--- src/hw/rtl/rsfp_pkg.sv ---
// range sensor frame parser package: item structs, verdict codes, frame bytes
// and register indexes shared by the top level and its checker
// no dependencies
`default_nettype none

package rsfp_pkg;

   localparam int CSR_INDEX_W = 2;
   localparam int CSR_DATA_W  = 16;

   localparam logic [CSR_INDEX_W-1:0] CSR_MIN_DISTANCE = 2'd0;
   localparam logic [CSR_INDEX_W-1:0] CSR_MAX_DISTANCE = 2'd1;

   localparam logic [15:0] MIN_DISTANCE_RESET = 16'd50;
   localparam logic [15:0] MAX_DISTANCE_RESET = 16'd4000;

   localparam logic [7:0] HDR_BYTE  = 8'h5A;
   localparam logic [7:0] TYPE_BYTE = 8'h15;
   localparam logic [7:0] LEN_BYTE  = 8'h03;
   localparam logic [3:0] NIBBLE    = 4'hF;

   typedef enum logic [1:0] {
      VERDICT_OK       = 2'd0,
      VERDICT_CHECKSUM = 2'd1,
      VERDICT_STATUS   = 2'd2,
      VERDICT_WINDOW   = 2'd3
   } verdict_type;

   typedef struct packed {
      logic [7:0] rx_byte;
      logic       line_error;
   } req_item_type;

   typedef struct packed {
      logic [15:0] distance_mm;
      logic [3:0]  range_status;
      verdict_type verdict;
   } rsp_item_type;

endpackage

`default_nettype wire

--- src/hw/rtl/range_sensor_frame_parser_top.sv ---
// range sensor frame parser top level: byte-wise frame hunt, checksum and verdict
// depends on rsfp_pkg
//
// usage
//   req channel: one received byte and its line error flag per item, taken at an
//   edge with req_valid high and req_stall low
//   rsp channel: one item per completed 8-byte frame with distance, range status
//   and verdict, taken at an edge with rsp_valid high and rsp_stall low
//   csr channel: csr_ready is always high; index 0 min_distance, 1 max_distance,
//   other indexes ignored; write only while the block is idle
// latency: a byte taken at edge n is parsed at edge n+1, so the result of a
//   checksum byte shows on rsp_valid right after edge n+1
// throughput: one byte per cycle, set by the single registered parse stage
// reset: window returns to 50..4000, parser hunts for a header, both stages empty
// stall: a waiting result holds the rsp side; the parse stage keeps taking bytes
//   that cause no result and holds only a checksum byte until the result
//   register frees, which then backs up into req_stall
`default_nettype none

module range_sensor_frame_parser_top (
   input  wire                                clock,
   input  wire                                reset,
   input  wire                                req_valid,
   output logic                               req_stall,
   input  rsfp_pkg::req_item_type             req_item,
   output logic                               rsp_valid,
   input  wire                                rsp_stall,
   output rsfp_pkg::rsp_item_type             rsp_item,
   input  wire                                csr_valid,
   output logic                               csr_ready,
   input  wire  [rsfp_pkg::CSR_INDEX_W-1:0]   csr_index,
   input  wire  [rsfp_pkg::CSR_DATA_W-1:0]    csr_data
);

   typedef enum logic [2:0] {
      POS_HUNT    = 3'd0,
      POS_HDR2    = 3'd1,
      POS_TYPE    = 3'd2,
      POS_LEN     = 3'd3,
      POS_DIST_HI = 3'd4,
      POS_DIST_LO = 3'd5,
      POS_STATUS  = 3'd6,
      POS_CSUM    = 3'd7
   } pos_type;

   logic                   s1_valid_ff, s1_valid_in;
   rsfp_pkg::req_item_type s1_item_ff;
   logic                   out_valid_ff, out_valid_in;
   rsfp_pkg::rsp_item_type out_item_ff, out_item_in;
   pos_type                pos_ff, pos_in;
   logic [7:0]             sum_ff, sum_in;
   logic [15:0]            dist_ff, dist_in;
   logic [3:0]             status_ff, status_in;
   logic [15:0]            min_ff, max_ff;

   logic                   gen;
   logic                   proc;
   logic                   take;
   logic [7:0]             b;
   rsfp_pkg::verdict_type  verdict;

   assign b    = s1_item_ff.rx_byte;
   assign gen  = s1_valid_ff && !s1_item_ff.line_error && (pos_ff == POS_CSUM);
   assign proc = s1_valid_ff && !(gen && out_valid_ff && rsp_stall);
   assign req_stall = s1_valid_ff && !proc;
   assign take = req_valid && !req_stall;
   assign csr_ready = 1'b1;

   always_comb begin
      priority if (sum_ff != b) begin
         verdict = rsfp_pkg::VERDICT_CHECKSUM;
      end else if (status_ff != 4'd0) begin
         verdict = rsfp_pkg::VERDICT_STATUS;
      end else if (dist_ff < min_ff || dist_ff > max_ff) begin
         verdict = rsfp_pkg::VERDICT_WINDOW;
      end else begin
         verdict = rsfp_pkg::VERDICT_OK;
      end
   end

   always_comb begin
      pos_in    = pos_ff;
      sum_in    = sum_ff;
      dist_in   = dist_ff;
      status_in = status_ff;
      if (proc) begin
         if (s1_item_ff.line_error) begin
            pos_in = POS_HUNT;
            sum_in = 8'd0;
         end else begin
            unique case (pos_ff)
               POS_HUNT: begin
                  if (b == rsfp_pkg::HDR_BYTE) begin
                     pos_in = POS_HDR2;
                     sum_in = b;
                  end
               end
               POS_HDR2: begin
                  if (b == rsfp_pkg::HDR_BYTE) begin
                     pos_in = POS_TYPE;
                     sum_in = sum_ff + b;
                  end else begin
                     pos_in = POS_HUNT;
                     sum_in = 8'd0;
                  end
               end
               POS_TYPE, POS_LEN: begin
                  if ((pos_ff == POS_TYPE && b == rsfp_pkg::TYPE_BYTE) ||
                      (pos_ff == POS_LEN && b == rsfp_pkg::LEN_BYTE)) begin
                     pos_in = (pos_ff == POS_TYPE) ? POS_LEN : POS_DIST_HI;
                     sum_in = sum_ff + b;
                  end else if (b == rsfp_pkg::HDR_BYTE) begin
                     pos_in = POS_HDR2;
                     sum_in = rsfp_pkg::HDR_BYTE;
                  end else begin
                     pos_in = POS_HUNT;
                     sum_in = 8'd0;
                  end
               end
               POS_DIST_HI: begin
                  dist_in = {b, 8'd0};
                  sum_in  = sum_ff + b;
                  pos_in  = POS_DIST_LO;
               end
               POS_DIST_LO: begin
                  dist_in = {dist_ff[15:8], b};
                  sum_in  = sum_ff + b;
                  pos_in  = POS_STATUS;
               end
               POS_STATUS: begin
                  status_in = b[7:4] & rsfp_pkg::NIBBLE;
                  sum_in    = sum_ff + b;
                  pos_in    = POS_CSUM;
               end
               POS_CSUM: begin
                  pos_in = POS_HUNT;
                  sum_in = 8'd0;
               end
            endcase
         end
      end
   end

   always_comb begin
      s1_valid_in = s1_valid_ff;
      if (take) begin
         s1_valid_in = 1'b1;
      end else if (proc) begin
         s1_valid_in = 1'b0;
      end
      out_valid_in = out_valid_ff;
      out_item_in  = out_item_ff;
      if (proc && gen) begin
         out_valid_in             = 1'b1;
         out_item_in.distance_mm  = dist_ff;
         out_item_in.range_status = status_ff;
         out_item_in.verdict      = verdict;
      end else if (out_valid_ff && !rsp_stall) begin
         out_valid_in = 1'b0;
      end
   end

   always_ff @(posedge clock) begin
      if (take) begin
         s1_item_ff <= req_item;
      end
      out_item_ff <= out_item_in;
      if (reset) begin
         s1_valid_ff  <= 1'b0;
         out_valid_ff <= 1'b0;
         pos_ff       <= POS_HUNT;
         sum_ff       <= 8'd0;
         dist_ff      <= 16'd0;
         status_ff    <= 4'd0;
         min_ff       <= rsfp_pkg::MIN_DISTANCE_RESET;
         max_ff       <= rsfp_pkg::MAX_DISTANCE_RESET;
      end else begin
         s1_valid_ff  <= s1_valid_in;
         out_valid_ff <= out_valid_in;
         pos_ff       <= pos_in;
         sum_ff       <= sum_in;
         dist_ff      <= dist_in;
         status_ff    <= status_in;
         if (csr_valid && csr_ready) begin
            if (csr_index == rsfp_pkg::CSR_MIN_DISTANCE) begin
               min_ff <= csr_data;
            end
            if (csr_index == rsfp_pkg::CSR_MAX_DISTANCE) begin
               max_ff <= csr_data;
            end
         end
      end
   end

   assign rsp_valid = out_valid_ff;
   assign rsp_item  = out_item_ff;

endmodule

`default_nettype wire

--- config.mk ---
export PLATFORM = sky130hd
export DESIGN_NAME = range_sensor_frame_parser_top
export DESIGN_NICKNAME = d
export VERILOG_FILES = /design/src/hw/rtl/rsfp_pkg.sv /design/src/hw/rtl/range_sensor_frame_parser_top.sv
export SDC_FILE = /design/constraint.sdc
export NUM_CORES = 1
export LEC_CHECK = 0
export BUFFER_PORTS_ARGS = -buffer_cell sky130_fd_sc_hd__buf_2
export CAP_MARGIN = 20
export CORE_MARGIN = 4
export CORE_UTILIZATION = 40
export DETAILED_ROUTE_END_ITERATION = 10
export PLACE_DENSITY = 0.71
export SLEW_MARGIN = 20
export SYNTH_ARGS = -nofsm -noshare
export SYNTH_HDL_FRONTEND = slang
export SYNTH_SLANG_ARGS = --single-unit
export TNS_END_PERCENT = 30
--- constraint.sdc ---
create_clock -name clock -period 7.14 [get_ports clock]
set_input_delay 0.714 -clock clock [delete_from_list [all_inputs] [get_ports clock]]
set_output_delay 0.714 -clock clock [all_outputs]
set_load 0.005 [all_outputs]
==> metrics <==
status finished clean; placed cell areas roughly 5000 um2; Yosys cell types 55; peak fanout along the critical path 19; grt met1 use 0.229; Avg WL per Cell between 15 and 20 um; Clk Latency, worst-skew pair 0.34 ns; Worst-path clk slew 0.07 ns; worst-margin pin slew 0.825 ns; register bit total from synthesis 96; post-route cell area 5310 um2; postcts setup bufs 0; Synth Net Count between 500 and 600; Layout Cells excl Fill 677; yosys warns 0; Starting Density 0.415; antenna cells 0; DR iter-0 viols 370; Max Cap Violations 0; Clock Tree Buf Depth 2; mean post-synth cell area 9.46 um2; Tmin final roughly 2.6 ns; setup_tns 0 ns; Routed Antenna Nets 0; post-synthesis mux area share 0.0262; Cell Pwr Density 221 nW/um2; DIE AREA ~13000 um2; # IOs 57; Die X 115 um; final wirelength 10.4 mm; met2 Usage GRT 0.252; Required @ worst endpoint 6.43 ns; Max Slew Vio Count 0; row count 38; DP HPWL roughly 7.6 mm; Max Clk Rate 381 MHz; CTS root buffer clkbuf_16; GRT Overall Usage 0.164; CP Class flop to primary output; Worst Setup Start Kind flop; via count 3612; final hold violations 0; CTS tree done; DIE HEIGHT 115 um; Power Total 1.17 mW; RSZ-0062 raised after global routing false; TritonCTS buffer count 9; Worst R2R Setup Slack 4.75 ns; first-pass GRT wire length 17.1 mm; Crit. End Element primary output; Synth Area in Simple Gates 0.177; most used routing layer met2; Adder-Cell Fraction of Synth Area 0.108; PortBufs 55; antenna violations before repair 0; final RePlAce weighted congestion 0.812; vias in the first global route 3470; H-tree depth 3; setup slack after placement 4.72 ns; sequential area share after synthesis 0.488; worst IR drop on VDD 110 uV; post-cts resize count 0; final core utilization 0.481; cts hold-fix bufs 0; final setup vio count 0; Lkg Pwr about 2.2 nW; largest net degree at the start of global routing 66; Slew headroom 0.449; FFs w/ async S/R, synth 0; first drt pass iteration count 5; nets 603; CTS Sinks 96; synthesized instance count 484; met3 track demand over resource 0.0247; hold_ws 0.456 ns; via density per instance roughly 5.3; setup ws final 4.51 ns; Tightest Hold Check Type flop to flop; share of cells above drive strength 1 0.153; cell total after placement 661; XOR/XNOR Fraction of Synth Area 0.0153; largest family of logic cells by synthesized area simple AND/OR/NAND/NOR gates; synthesized area 4580 um2; compound-gate portion of the synthesized area 0.141; Worst Skew 0.00394 ns; number of flops mapped to enable cells by yosys 31; total gr overflow 0; Syn-to-layout area delta 15.9%; Final period util 0.368; Synth Flop Type dfxtp_1; crit path DAT 1.91 ns; core area approximately 11000 um2; drt drc 0
==> cell type report <==
type                       instances  area (um2)
tap                              140         175
fill                            1033        5730
timing repair buffer              55         278
multi-input combinational        336        2170
sequential                        96        2230
inverter                          34         128
clock inverter                     5        61.3
clock buffer                      11         264
==> synthesized netlist by cell type, types with 2 or more instances <==
| master | count | area [um2] |
|---|---|---|
| nand2b_1 | 2 | 12.5 |
| nand3_1 | 15 | 75.1 |
| a211o_1 | 9 | 78.8 |
| buf_2 | 2 | 10.0 |
| mux2i_1 | 12 | 120 |
| a22oi_1 | 4 | 30.0 |
| a21o_1 | 6 | 45.0 |
| clkbuf_1 | 14 | 52.6 |
| nor2b_1 | 2 | 12.5 |
| o211ai_1 | 3 | 22.5 |
| a2bb2oi_1 | 3 | 26.3 |
| nor3b_1 | 2 | 15.0 |
| a211oi_1 | 2 | 15.0 |
| nor3_1 | 2 | 10.0 |
| dfxtp_1 | 65 | 1300 |
| edfxtp_1 | 31 | 931 |
| o21ai_0 | 9 | 45.0 |
| inv_1 | 34 | 128 |
| xor2_1 | 3 | 26.3 |
| a21boi_0 | 2 | 15.0 |
| nor4_1 | 4 | 25.0 |
| xnor2_1 | 5 | 43.8 |
| a221oi_1 | 2 | 17.5 |
| nand4_1 | 5 | 31.3 |
| a21oi_1 | 57 | 285 |
| nor2_1 | 39 | 146 |
| ha_1 | 38 | 475 |
| nand2_1 | 80 | 300 |
| a31oi_1 | 3 | 18.8 |
| nand3b_1 | 2 | 15.0 |
| o21bai_1 | 3 | 22.5 |
==> routing by layer <==
layer  wire length [um]  up-vias
li1                   -     1789
met1               4780     1689
met4                218        0
met2               4700      116
met5                  0        -
met3                673       18
==> placed cells by master, fill, tap and decap left out, drive strengths merged, types with 4 or more instances in the layout <==
cell / synthesis / routed
nand2: 81 / 81
dfxtp: 65 / 65
a21oi: 57 / 57
buf: 4 / 55
nor2: 39 / 39
ha: 38 / 38
inv: 34 / 35
edfxtp: 31 / 31
nand3: 16 / 16
mux2i: 12 / 12
clkbuf: 14 / 11
o21ai: 10 / 10
a211o: 9 / 9
a21o: 6 / 6
nand4: 5 / 5
xnor2: 5 / 5
nor4: 5 / 5
a22oi: 4 / 4
==> critical path, stage by stage, from the launching register on <==
cell and delay (ns):
dfxtp_1 0.70, and2_1 0.26, nand3_1 0.20, nor2_1 0.26, buf_2 0.15
==> kinds of logic (layout without fill, tap and decap cells) <==
group	count (synthesis)	count (layout)
compound gates	106	106
xor+xnor	8	8
fa+ha+maj	39	39
buf+inv	52	105
flops	96	96
mux	12	12
other cells	1	1
simple gates	170	170
==> power by group <==
| group | total (mW) | switching (mW) | internal, mW | leakage [nW] |
|---|---|---|---|---|
| clock | 0.511 | 0.206 | 0.304 | 0.161 |
| combinational | 0.0739 | 0.0434 | 0.0305 | 1.25 |
| sequential | 0.587 | 0.0138 | 0.573 | 0.819 |
| total | 1.17 | 0.264 | 0.908 | 2.23 |
==> worst paths after layout <==
check | from | end | cells after the start
max | pos_ff[0]$_SDFFE_PP0P_ | req_stall | 4
min reg2reg | min_ff[9]$_SDFFE_PP0P_ | min_ff[9]$_SDFFE_PP0P_ | 2
min | min_ff[9]$_SDFFE_PP0P_ | min_ff[9]$_SDFFE_PP0P_ | 2
max reg2reg | b[0]$_DFFE_PP_ | sum_ff[6]$_SDFFE_PP0P_ | 9
==> flip-flops by register name (all words and copies together), names as in the netlist <==
name / count
sum_ff: 8
min_ff: 16
rsp_valid: 1
pos_ff: 3
b: 8
s1_valid_ff: 1
max_ff: 16
s1_item_ff: 1
dist_ff: 16
rsp_item: 22
status_ff: 4
No activity file was read; power rests on OpenSTA's default activity.
